`config.mk`:
```
export PLATFORM = sky130hd
export DESIGN_NAME = i2c_master_register_access_top_flat
export DESIGN_NICKNAME = d
export VERILOG_FILES = /design/src/rtl/i2cra_pkg.sv /design/src/rtl/i2cra_stream_if.sv /design/src/rtl/i2c_master_register_access_top.sv /design/src/flat_wrapper.sv
export SDC_FILE = /design/constraint.sdc
export NUM_CORES = 1
export LEC_CHECK = 0
export BUFFER_PORTS_ARGS = -buffer_cell sky130_fd_sc_hd__buf_2
export CORE_ASPECT_RATIO = 0.6
export CORE_MARGIN = 2
export CORE_UTILIZATION = 40
export CTS_CLUSTER_SIZE = 12
export DETAILED_ROUTE_END_ITERATION = 6
export PLACE_DENSITY = 0.59
export SLEW_MARGIN = 20
export SYNTH_ARGS = -nofsm -noshare
export SYNTH_HDL_FRONTEND = slang
export SYNTH_SLANG_ARGS = --single-unit
```
`constraint.sdc`:
```
create_clock -name clk -period 4.09 [get_ports clk]
set_clock_uncertainty 0.15 [all_clocks]
set_input_delay 0.818 -clock clk [delete_from_list [all_inputs] [get_ports clk]]
set_output_delay 0.818 -clock clk [all_outputs]
set_load 0.01 [all_outputs]
```
`src/rtl/i2cra_pkg.sv`:
```
// Shared types and codes for the I2C register access master.
// No dependencies; used by the interface and the top level.
`timescale 1ns / 1ps

package i2cra_pkg;

  typedef enum logic [1:0] {
    OP_TICK  = 2'd0,
    OP_WRITE = 2'd1,
    OP_READ  = 2'd2
  } op_t;

  // One input word: a tick or a command.
  typedef struct packed {
    logic [1:0]  operation;
    logic [6:0]  dev_addr;
    logic [15:0] sub_addr;
    logic        sub_two_bytes;
    logic [7:0]  wr_data;
    logic        sda_in;
  } in_t;

  // One result word: line drives and status after the item.
  typedef struct packed {
    logic       scl_out;
    logic       sda_out;
    logic       busy_res;
    logic       done_res;
    logic [7:0] rd_data;
    logic       ack_missing;
  } out_t;

endpackage

```
`src/rtl/i2cra_stream_if.sv`:
```
// Valid/ready channel carrying one payload word.
// Payload type is a parameter; typically a struct from i2cra_pkg.
`timescale 1ns / 1ps

interface i2cra_stream_if #(
  parameter type payload_t = i2cra_pkg::in_t
);
  logic     valid;
  logic     ready;
  payload_t data;

  modport source (output valid, output data, input ready);
  modport sink   (input valid, input data, output ready);
endinterface

```
`src/rtl/i2c_master_register_access_top.sv`:
```
// I2C master for single-register write and read transactions.
// The result word for an accepted item is held in the output register.
// Throughput: one item per cycle unless results back up; the output register
// lets a new item in while the previous result is taken in the same cycle.
// Reset (rst, synchronous): sequencer idle, both lines released high,
// received byte and ack flag cleared, result register empty.
`timescale 1ns / 1ps

module i2c_master_register_access_top (
  input  logic               clk,
  input  logic               rst,
  i2cra_stream_if.sink       in_ch,
  i2cra_stream_if.source     out_ch
);

  // Transaction steps. Each step runs a few quarter-bit phases on ticks.
  typedef enum logic [3:0] {
    ST_IDLE   = 4'd0,
    ST_START1 = 4'd1,
    ST_ADDRW  = 4'd2,
    ST_SUBHI  = 4'd3,
    ST_SUBLO  = 4'd4,
    ST_DATA   = 4'd5,
    ST_START2 = 4'd6,
    ST_ADDRR  = 4'd7,
    ST_RECV   = 4'd8,
    ST_NACK   = 4'd9,
    ST_STOP   = 4'd10
  } step_t;

  // Sequencer state
  step_t       step;
  logic [2:0]  phase;
  logic [2:0]  bit_idx;
  logic [7:0]  shift_byte;
  logic [7:0]  received_byte;
  logic [6:0]  latched_addr;
  logic [15:0] latched_sub;
  logic        flag_read;
  logic        flag_two;
  logic [7:0]  latched_wdata;
  logic        nack_seen;
  logic        scl;
  logic        sda;

  step_t       step_next;
  logic [2:0]  phase_next;
  logic [2:0]  bit_idx_next;
  logic [7:0]  shift_byte_next;
  logic [7:0]  received_byte_next;
  logic [6:0]  latched_addr_next;
  logic [15:0] latched_sub_next;
  logic        flag_read_next;
  logic        flag_two_next;
  logic [7:0]  latched_wdata_next;
  logic        nack_seen_next;
  logic        scl_next;
  logic        sda_next;
  logic        done_next;

  // Result register
  logic                 out_valid;
  i2cra_pkg::out_t      out_word;

  logic                 accept;
  i2cra_pkg::in_t       item;
  logic                 advance;   // leave current step
  step_t                target;

  // Step order; branches use the latched flags.
  function automatic step_t next_after(input step_t s, input logic rd, input logic two);
    step_t r;
    case (s)
      ST_START1: r = ST_ADDRW;
      ST_ADDRW:  r = two ? ST_SUBHI : ST_SUBLO;
      ST_SUBHI:  r = ST_SUBLO;
      ST_SUBLO:  r = rd ? ST_START2 : ST_DATA;
      ST_DATA:   r = ST_STOP;
      ST_START2: r = ST_ADDRR;
      ST_ADDRR:  r = ST_RECV;
      ST_RECV:   r = ST_NACK;
      ST_NACK:   r = ST_STOP;
      default:   r = ST_IDLE;
    endcase
    return r;
  endfunction

  // Output register empties when taken, so input flows while it is empty or taken.
  assign in_ch.ready = !out_valid || out_ch.ready;
  assign accept      = in_ch.valid && in_ch.ready;
  assign item        = in_ch.data;

  assign out_ch.valid = out_valid;
  assign out_ch.data  = out_word;

  always_comb begin
    step_next          = step;
    phase_next         = phase;
    bit_idx_next       = bit_idx;
    shift_byte_next    = shift_byte;
    received_byte_next = received_byte;
    latched_addr_next  = latched_addr;
    latched_sub_next   = latched_sub;
    flag_read_next     = flag_read;
    flag_two_next      = flag_two;
    latched_wdata_next = latched_wdata;
    nack_seen_next     = nack_seen;
    scl_next           = scl;
    sda_next           = sda;
    done_next          = 1'b0;
    advance            = 1'b0;
    target             = ST_IDLE;

    if (step == ST_IDLE) begin
      // Command latches operands only; bus moves on the next tick.
      if (item.operation == i2cra_pkg::OP_WRITE || item.operation == i2cra_pkg::OP_READ) begin
        latched_addr_next  = item.dev_addr;
        latched_sub_next   = item.sub_addr;
        flag_read_next     = (item.operation == i2cra_pkg::OP_READ);
        flag_two_next      = item.sub_two_bytes;
        latched_wdata_next = item.wr_data;
        nack_seen_next     = 1'b0;
        advance            = 1'b1;
        target             = ST_START1;
      end
    end else if (item.operation == i2cra_pkg::OP_TICK) begin
      case (step)
        ST_START1, ST_START2: begin
          case (phase)
            3'd0: begin sda_next = 1'b1; phase_next = 3'd1; end
            3'd1: begin scl_next = 1'b1; phase_next = 3'd2; end
            3'd2: begin sda_next = 1'b0; phase_next = 3'd3; end
            default: begin
              scl_next = 1'b0;
              advance  = 1'b1;
              target   = next_after(step, flag_read, flag_two);
            end
          endcase
        end
        ST_ADDRW, ST_SUBHI, ST_SUBLO, ST_DATA, ST_ADDRR: begin
          case (phase)
            3'd0: begin
              scl_next   = 1'b0;
              sda_next   = shift_byte[3'd7 - bit_idx];
              phase_next = 3'd1;
            end
            3'd1: begin
              scl_next = 1'b1;
              if (bit_idx != 3'd7) begin
                bit_idx_next = bit_idx + 3'd1;
                phase_next   = 3'd0;
              end else begin
                phase_next = 3'd2;
              end
            end
            3'd2: begin scl_next = 1'b0; phase_next = 3'd3; end
            3'd3: begin sda_next = 1'b1; phase_next = 3'd4; end
            3'd4: begin scl_next = 1'b1; phase_next = 3'd5; end
            default: begin
              // ack slot: high level means no acknowledge (sticky)
              if (item.sda_in) nack_seen_next = 1'b1;
              scl_next = 1'b0;
              advance  = 1'b1;
              target   = next_after(step, flag_read, flag_two);
            end
          endcase
        end
        ST_RECV: begin
          case (phase)
            3'd0: begin
              if (bit_idx == 3'd0) sda_next = 1'b1;
              phase_next = 3'd1;
            end
            3'd1: begin scl_next = 1'b0; phase_next = 3'd2; end
            3'd2: begin scl_next = 1'b1; phase_next = 3'd3; end
            3'd3: begin
              shift_byte_next = {shift_byte[6:0], item.sda_in};
              if (bit_idx != 3'd7) begin
                bit_idx_next = bit_idx + 3'd1;
                phase_next   = 3'd0;
              end else begin
                phase_next = 3'd4;
              end
            end
            default: begin
              scl_next           = 1'b0;
              received_byte_next = shift_byte;
              advance            = 1'b1;
              target             = next_after(step, flag_read, flag_two);
            end
          endcase
        end
        ST_NACK: begin
          case (phase)
            3'd0: begin sda_next = 1'b1; phase_next = 3'd1; end
            3'd1: begin scl_next = 1'b1; phase_next = 3'd2; end
            default: begin
              scl_next = 1'b0;
              advance  = 1'b1;
              target   = next_after(step, flag_read, flag_two);
            end
          endcase
        end
        ST_STOP: begin
          case (phase)
            3'd0: begin sda_next = 1'b0; phase_next = 3'd1; end
            3'd1: begin scl_next = 1'b1; phase_next = 3'd2; end
            default: begin
              sda_next  = 1'b1;
              done_next = 1'b1;
              advance   = 1'b1;
              target    = ST_IDLE;
            end
          endcase
        end
        default: begin
          // unreachable code: back to idle
          advance = 1'b1;
          target  = ST_IDLE;
        end
      endcase
    end

    // Step entry: clear counters, load the byte to send.
    if (advance) begin
      step_next    = target;
      phase_next   = 3'd0;
      bit_idx_next = 3'd0;
      case (target)
        ST_ADDRW: shift_byte_next = {latched_addr_next, 1'b0};
        ST_SUBHI: shift_byte_next = latched_sub_next[15:8];
        ST_SUBLO: shift_byte_next = latched_sub_next[7:0];
        ST_DATA:  shift_byte_next = latched_wdata_next;
        ST_ADDRR: shift_byte_next = {latched_addr_next, 1'b1};
        ST_RECV:  shift_byte_next = 8'd0;
        default:  shift_byte_next = shift_byte_next;
      endcase
    end
  end

  always_ff @(posedge clk) begin
    if (rst) begin
      step          <= ST_IDLE;
      phase         <= 3'd0;
      bit_idx       <= 3'd0;
      shift_byte    <= 8'd0;
      received_byte <= 8'd0;
      latched_addr  <= 7'd0;
      latched_sub   <= 16'd0;
      flag_read     <= 1'b0;
      flag_two      <= 1'b0;
      latched_wdata <= 8'd0;
      nack_seen     <= 1'b0;
      scl           <= 1'b1;
      sda           <= 1'b1;
      out_valid     <= 1'b0;
      out_word      <= '0;
    end else begin
      if (accept) begin
        step          <= step_next;
        phase         <= phase_next;
        bit_idx       <= bit_idx_next;
        shift_byte    <= shift_byte_next;
        received_byte <= received_byte_next;
        latched_addr  <= latched_addr_next;
        latched_sub   <= latched_sub_next;
        flag_read     <= flag_read_next;
        flag_two      <= flag_two_next;
        latched_wdata <= latched_wdata_next;
        nack_seen     <= nack_seen_next;
        scl           <= scl_next;
        sda           <= sda_next;
        out_word.scl_out     <= scl_next;
        out_word.sda_out     <= sda_next;
        out_word.busy_res    <= (step_next != ST_IDLE);
        out_word.done_res    <= done_next;
        out_word.rd_data     <= received_byte_next;
        out_word.ack_missing <= nack_seen_next;
      end
      if (accept) begin
        out_valid <= 1'b1;
      end else if (out_ch.ready) begin
        out_valid <= 1'b0;
      end
    end
  end

endmodule

```
`src/flat_wrapper.sv`:
```
// flat-port wrapper written by rule: the top's interface ports become plain ports
module i2c_master_register_access_top_flat 
  (clk, rst, in_ch_valid, in_ch_data, in_ch_ready, out_ch_valid, out_ch_data, out_ch_ready);
  i2cra_stream_if #(.payload_t(i2cra_pkg::in_t)) in_ch_i ();
  i2cra_stream_if #(.payload_t(i2cra_pkg::out_t)) out_ch_i ();
  input  logic clk;
  input  logic rst;
  input wire logic [$bits(in_ch_i.valid)-1:0] in_ch_valid;
  input wire logic [$bits(in_ch_i.data)-1:0] in_ch_data;
  output wire logic [$bits(in_ch_i.ready)-1:0] in_ch_ready;
  output wire logic [$bits(out_ch_i.valid)-1:0] out_ch_valid;
  output wire logic [$bits(out_ch_i.data)-1:0] out_ch_data;
  input wire logic [$bits(out_ch_i.ready)-1:0] out_ch_ready;
  assign in_ch_i.valid = in_ch_valid;
  assign in_ch_i.data = in_ch_data;
  assign in_ch_ready = in_ch_i.ready;
  assign out_ch_valid = out_ch_i.valid;
  assign out_ch_data = out_ch_i.data;
  assign out_ch_i.ready = out_ch_ready;
  i2c_master_register_access_top u_core (.clk(clk), .rst(rst), .in_ch(in_ch_i), .out_ch(out_ch_i));
endmodule
```
==> impl_metrics.json, run 1 <==
{
  "status": "finished, final reports clean",
  "endpoint_kind": "register",
  "required_ns": 4.15,
  "cts_buffers": 9,
  "finalCriticalPeriod_ns": 3.50,
  "leakagePower_nw": 1.73,
  "power_density_mw_per_mm2": 383,
  "pwr-share-seq": 0.398,
  "clkTransAtPathRegs_ns": 0.06,
  "post-route-period-util": 0.857,
  "routed_wirelength_um": 12100,
  "rsz0062_at_grt": "false",
  "clk_latency_ns": 0.34,
  "first_global_vias": 3426,
  "syn-cell-area_sq_mm": 0.00402,
  "ys_types": 63,
  "cts_root_buf": "clkbuf_16",
  "io_pins": 54,
  "synth.area.top_cells": "dfxtp_1, nand2_1, a21oi_1, mux2i_1, nor2_1",
  "ant_nets": 0,
  "setup_slack_ns": 0.586,
  "tns_ns": 0,
  "setup.worst_path.start_class": "register",
  "switchingPower_w": 0.000476,
  "post-cts-setup-buffers": 0,
  "cap_violations": 0,
  "place_ws_ns": 0.652,
  "num_antenna_cells": 0,
  "ctsHoldBuffers": 0,
  "comb_power_share": 0.137,
  "slew_headroom": 0.430,
  "dr.pass1.iters": 5,
  "die_height_um": 81.7,
  "synth_edf_count": 0,
  "power_frac_clock": 0.466,
  "synth_ff_type": "dfxtp_1",
  "instances_no_fill": 686,
  "syn_nets": 555,
  "gp_congestion": 0.938,
  "netlist.area_leader.share": 0.334,
  "intPower_w": 0.00129,
  "h-tree-depth": 3,
  "coreArea_sq_mm": 0.00981,
  "hp-class": "register to register",
  "worst-path-buf-inv": 0,
  "post-place-cells": 670,
  "num_vias": 3911,
  "tightest_slew_ns": 0.851,
  "path_cells": "nor2b_1, and3_1, a221oi_1, o21a_1, nor3_1, a2111oi_1, o2bb2ai_1",
  "synth_seq_area_share": 0.334,
  "grt_max_degree": 64,
  "routedWlPerCell_um": 17.6,
  "syn_inst": 511,
  "async_reset_ff_frac": 0,
  "worstSetupPathType": "register to register",
  "core.rowCount": 28,
  "synthTopCellsByCount": "nand2_1, a21oi_1, dfxtp_1, nor2_1, mux2i_1",
  "grt_pass1_wl_um": 19000,
  "fmax_ghz": 0.285,
  "drv_slew": 0,
  "drive_above_1_share": 0.183,
  "globalRouteOverflowTotal": 0,
  "total_power_w": 0.00177,
  "die-area_sq_mm": 0.0109,
  "dr.first_iter.drc_count": 310,
  "crit_family": "compound AO/OA/AOI/OAI gates",
  "drc_errors": 0,
  "port_buffers": 53,
  "dpl.hpwl_um": 8680,
  "syn_to_final_growth_pct": 15.1,
  "cts_tree": "built",
  "viasPerCell": 5.70,
  "nNetsFinal": 590,
  "critPathMaxStageDelay_ns": 0.86,
  "finalSetupViolCount": 0,
  "cp_data_arrival_time_ns": 3.57,
  "hold_violations": 0,
  "cp_slowest_cell": "dfxtp_1",
  "initial_core_util": 0.410,
  "clk_path_buf_depth": 2,
  "cts.sinks": 67,
  "antenna_found_initial": 0,
  "synth_largest_area_cell": "dfxtp_1",
  "ys_warn_count": 0,
  "ctsResizeCount": 0,
  "postSynthAreaPerCell_sq_um": 7.87,
  "peakVddDrop_uv": 277,
  "yosysMostFrequentCell": "nand2_1",
  "grt_util_all_layers": 0.225,
  "sw_frac_of_total": 0.269,
  "crit_fanout": 22,
  "ys_ff_latch": 67,
  "dieWidth_um": 133
}
==> stage by stage <==
step / util / area, sq um / hold WS [ns]
detailed placement: 0.440 / 4320 / 0.296
CTS: 0.472 / 4630 / 0.303
global placement: 0.440 / 4320 / 0.291
finish: 0.472 / 4630 / 0.304
floorplan: - / 4020 / 0.286
global route: 0.472 / 4630 / 0.321
==> layout by cell type, fill, tap and decap left out, types with 3 or more instances in the layout <==
| master | instances |
|---|---|
| a211oi_1 | 5 |
| a21oi_1 | 70 |
| a22o_1 | 7 |
| a31oi_1 | 4 |
| clkbuf_16 | 9 |
| nand4_1 | 5 |
| a221oi_1 | 3 |
| inv_1 | 14 |
| nand2b_1 | 6 |
| nor4_1 | 3 |
| mux2i_1 | 26 |
| o21ai_0 | 10 |
| o2111ai_1 | 3 |
| nor3_2 | 5 |
| o21bai_1 | 3 |
| nor2_1 | 30 |
| o2bb2ai_1 | 7 |
| ha_1 | 5 |
| nor2b_1 | 4 |
| o21ai_1 | 4 |
| nor3_1 | 17 |
| buf_2 | 53 |
| nand2_1 | 115 |
| a22oi_1 | 3 |
| a21oi_2 | 3 |
| buf_4 | 10 |
| dfxtp_1 | 67 |
| a2111oi_1 | 7 |
==> layout make-up <==
type	instances	area (sq um)
Sequential cell	67	1340
Fill cell	972	5180
Clock buffer	11	233
Multi-Input combinational cell	391	2410
Timing Repair Buffer	63	340
Clock inverter	5	77.6
Tap cell	135	169
Inverter	14	52.6
==> state kept, by name (all words and copies together) (netlist names) <==
signal / count
u_core.out_ch.data: 13
u_core.scl: 1
u_core.sda: 1
u_core.latched_wdata: 8
u_core.latched_sub: 16
u_core.flag_two: 1
u_core.shift_byte: 8
u_core.bit_idx: 3
u_core.step: 4
u_core.flag_read: 1
u_core.out_ch.valid: 1
u_core.latched_addr: 7
u_core.phase: 3
==> final timing paths <==
kind / start / slack [ns] / depth (start not counted) / end
setup / recovery: u_core.step[2]$_SDFFE_PP0P_ / 0.59 / 7 / u_core.shift_byte[1]$_SDFFE_PP0P_
hold / removal: u_core.out_ch.data[11]$_SDFFE_PP0P_ / 0.30 / 2 / u_core.out_ch.data[11]$_SDFFE_PP0P_
setup reg to reg: u_core.step[2]$_SDFFE_PP0P_ / 0.59 / 7 / u_core.shift_byte[1]$_SDFFE_PP0P_
hold reg to reg: u_core.out_ch.data[11]$_SDFFE_PP0P_ / 0.30 / 2 / u_core.out_ch.data[11]$_SDFFE_PP0P_
==> cells by family after synthesis <==
logic type	synth area share
AOI/OAI and AO/OA	0.273
adders and majority gates	0.0181
buffers and inverters	0.0666
DFF	0.334
muxes	0.0759
and+or+nand+nor	0.233
==> worst min-delay path, delay by kind of cell (launching register included) <==
family	cells	cell delay, ns
DFF	1	0.31
AOI/OAI and AO/OA	1	0.05
and+or+nand+nor	1	0.05
==> metal layers <==
layer,vias to the layer above,global-route usage,part of all wire
met2,172,0.282,0.37
met4,0,0.0745,0.015
met5,-,0,0
met3,17,0.0654,0.085
met1,1821,0.352,0.53
li1,1901,-,-
==> power by group through the flow <==
| stage | combinational [W] | clock [W] | sequential [W] |
|---|---|---|---|
| floorplan | 0.000172 | 0 | 0.000704 |
| global placement | 0.000237 | 0 | 0.000717 |
| detailed placement | 0.000237 | 0 | 0.000717 |
| CTS | 0.000239 | 0.000836 | 0.000704 |
| global route | 0.000266 | 0.000862 | 0.000708 |
| finish | 0.000242 | 0.000825 | 0.000704 |
No activity file was read; power rests on OpenSTA's default activity.
==> run 2: changes to the inputs <==
--- a/config.mk
+++ b/config.mk
@@ -8,10 +8,10 @@
 export BUFFER_PORTS_ARGS = -buffer_cell sky130_fd_sc_hd__buf_2
 export CORE_ASPECT_RATIO = 0.6
 export CORE_MARGIN = 2
-export CORE_UTILIZATION = 40
+export CORE_UTILIZATION = 45
 export CTS_CLUSTER_SIZE = 12
 export DETAILED_ROUTE_END_ITERATION = 6
-export PLACE_DENSITY = 0.59
+export PLACE_DENSITY = 0.65
 export SLEW_MARGIN = 20
 export SYNTH_ARGS = -nofsm -noshare
 export SYNTH_HDL_FRONTEND = slang
==> impl_metrics.json, run 2 (synthesis results as in run 1) <==
{
  "status": "finished, final reports clean",
  "use_met2": 0.297,
  "ant_nets": 0,
  "clk_path_buf_depth": 2,
  "final_cell_mix": "nand2_1, a21oi_1, dfxtp_1",
  "drv_slew": 0,
  "cts.sinks": 67,
  "syn_to_final_growth_pct": 14.9,
  "finalCriticalPeriod_ns": 3.49,
  "coreArea_sq_mm": 0.00859,
  "worstSetupPathType": "register to register",
  "die_height_um": 77.2,
  "viasPerCell": 5.87,
  "slew_headroom": 0.428,
  "clkTransAtPathRegs_ns": 0.05,
  "worst-path-buf-inv": 1,
  "leakagePower_nw": 1.74,
  "fill_cells": 861,
  "clk_latency_ns": 0.33,
  "dpl.hpwl_um": 8610,
  "critPathMaxStageDelay_ns": 0.80,
  "grt.met3_usage": 0.0865,
  "crit_fanout": 18,
  "layout_commonest_cell": "nand2_1",
  "cp_data_arrival_time_ns": 3.55,
  "drc_errors": 0,
  "crit_family": "compound AO/OA/AOI/OAI gates",
  "regMostFlops": "u_core.latched_sub",
  "dr.pass1.iters": 5,
  "setup_slack_ns": 0.597,
  "die-area_sq_mm": 0.00973,
  "globalRouteOverflowTotal": 0,
  "grt_util_all_layers": 0.245,
  "fmax_ghz": 0.286,
  "cp_slowest_cell": "dfxtp_1",
  "num_vias": 3904,
  "grt_max_degree": 64,
  "io_pins": 54,
  "ctsResizeCount": 0,
  "endpoint_kind": "register",
  "grtUsageMet1": 0.401,
  "h-tree-depth": 3,
  "multi_input_area_sq_mm": 0.00241,
  "largest_register_ffs": 16,
  "routed_wirelength_um": 11700,
  "drive_above_1_share": 0.188,
  "hold_violations": 0,
  "hold_slack_ns": 0.301,
  "grt_pass1_wl_um": 18700,
  "cts_buffers": 9,
  "post-cts-setup-buffers": 0,
  "dr.first_iter.drc_count": 511,
  "post-route-period-util": 0.854,
  "total_power_w": 0.00175,
  "ff_latch_area_sq_mm": 0.00134,
  "place_ws_ns": 0.598,
  "gp_congestion": 0.932,
  "initial_core_util": 0.468,
  "cts_root_buf": "clkbuf_16",
  "cts_tree": "built",
  "nNetsFinal": 592,
  "setup.worst_path.start_class": "register",
  "rsz0062_at_grt": "false",
  "r2r_slack_ns": 0.60,
  "routedWlPerCell_um": 17.6,
  "cap_violations": 0,
  "finalSetupViolCount": 0,
  "num_antenna_cells": 0,
  "power_density_mw_per_mm2": 379,
  "peakVddDrop_uv": 206,
  "port_buffers": 53,
  "tightest_slew_ns": 0.853,
  "hp-class": "register to register",
  "first_global_vias": 3421,
  "ctsHoldBuffers": 0,
  "grt_busiest_layer": "met1",
  "dieWidth_um": 126,
  "antenna_found_initial": 0,
  "tns_ns": 0,
  "core.rowCount": 26,
  "path_cells": "inv_1, and3_1, a221oi_1, o21a_1, nor3_1, a2111oi_1, o2bb2ai_1",
  "required_ns": 4.15
}
==> run 2: final cells by class <==
class / count / share of cell area
Tap cell: 112 / 0.0303
Clock inverter: 3 / 0.00975
Clock buffer: 13 / 0.0585
Inverter: 14 / 0.0114
Multi-Input combinational cell: 391 / 0.523
Timing Repair Buffer: 65 / 0.0769
Sequential cell: 67 / 0.290
==> run 2: power by group <==
group	internal, W	switching, W	total, W
Sequential	0.000679	0.0000254	0.000704
Clock	0.000522	0.000282	0.000803
Combinational	0.0000854	0.000159	0.000244
Total	0.00129	0.000466	0.00175
==> run 2: routing by layer <==
metal / vias up / wire length [um]
li1: 1907 / -
met2: 168 / 4290
met5: - / 0
met4: 0 / 99
met1: 1818 / 6210
met3: 11 / 1120
==> run 2: path summary, 6_finish.rpt <==
path	from	end	cells after the start
worst max-delay path	u_core.step[0]$_SDFFE_PP0P_	u_core.shift_byte[6]$_SDFFE_PP0P_	7
worst min-delay path	u_core.out_ch.data[11]$_SDFFE_PP0P_	u_core.out_ch.data[11]$_SDFFE_PP0P_	2
worst max register to register	u_core.step[0]$_SDFFE_PP0P_	u_core.shift_byte[6]$_SDFFE_PP0P_	7
worst min register to register	u_core.out_ch.data[11]$_SDFFE_PP0P_	u_core.out_ch.data[11]$_SDFFE_PP0P_	2
==> run 2: worst reg2reg max path, cell delays in order, from the launching register on <==
cell	delay (ns)
dfxtp_1	0.80
inv_1	0.27
and3_1	0.32
a221oi_1	0.48
o21a_1	0.62
nor3_1	0.11
a2111oi_1	0.49
o2bb2ai_1	0.13
==> run 2: through the flow <==
| step | util | cell area [sq um] | std cells |
|---|---|---|---|
| finish | 0.538 | 4620 | 665 |
| floorplan | - | 4020 | 511 |
| global placement | 0.501 | 4300 | 649 |
| CTS | 0.538 | 4620 | 665 |
| global route | 0.538 | 4620 | 665 |
| detailed placement | 0.501 | 4300 | 649 |
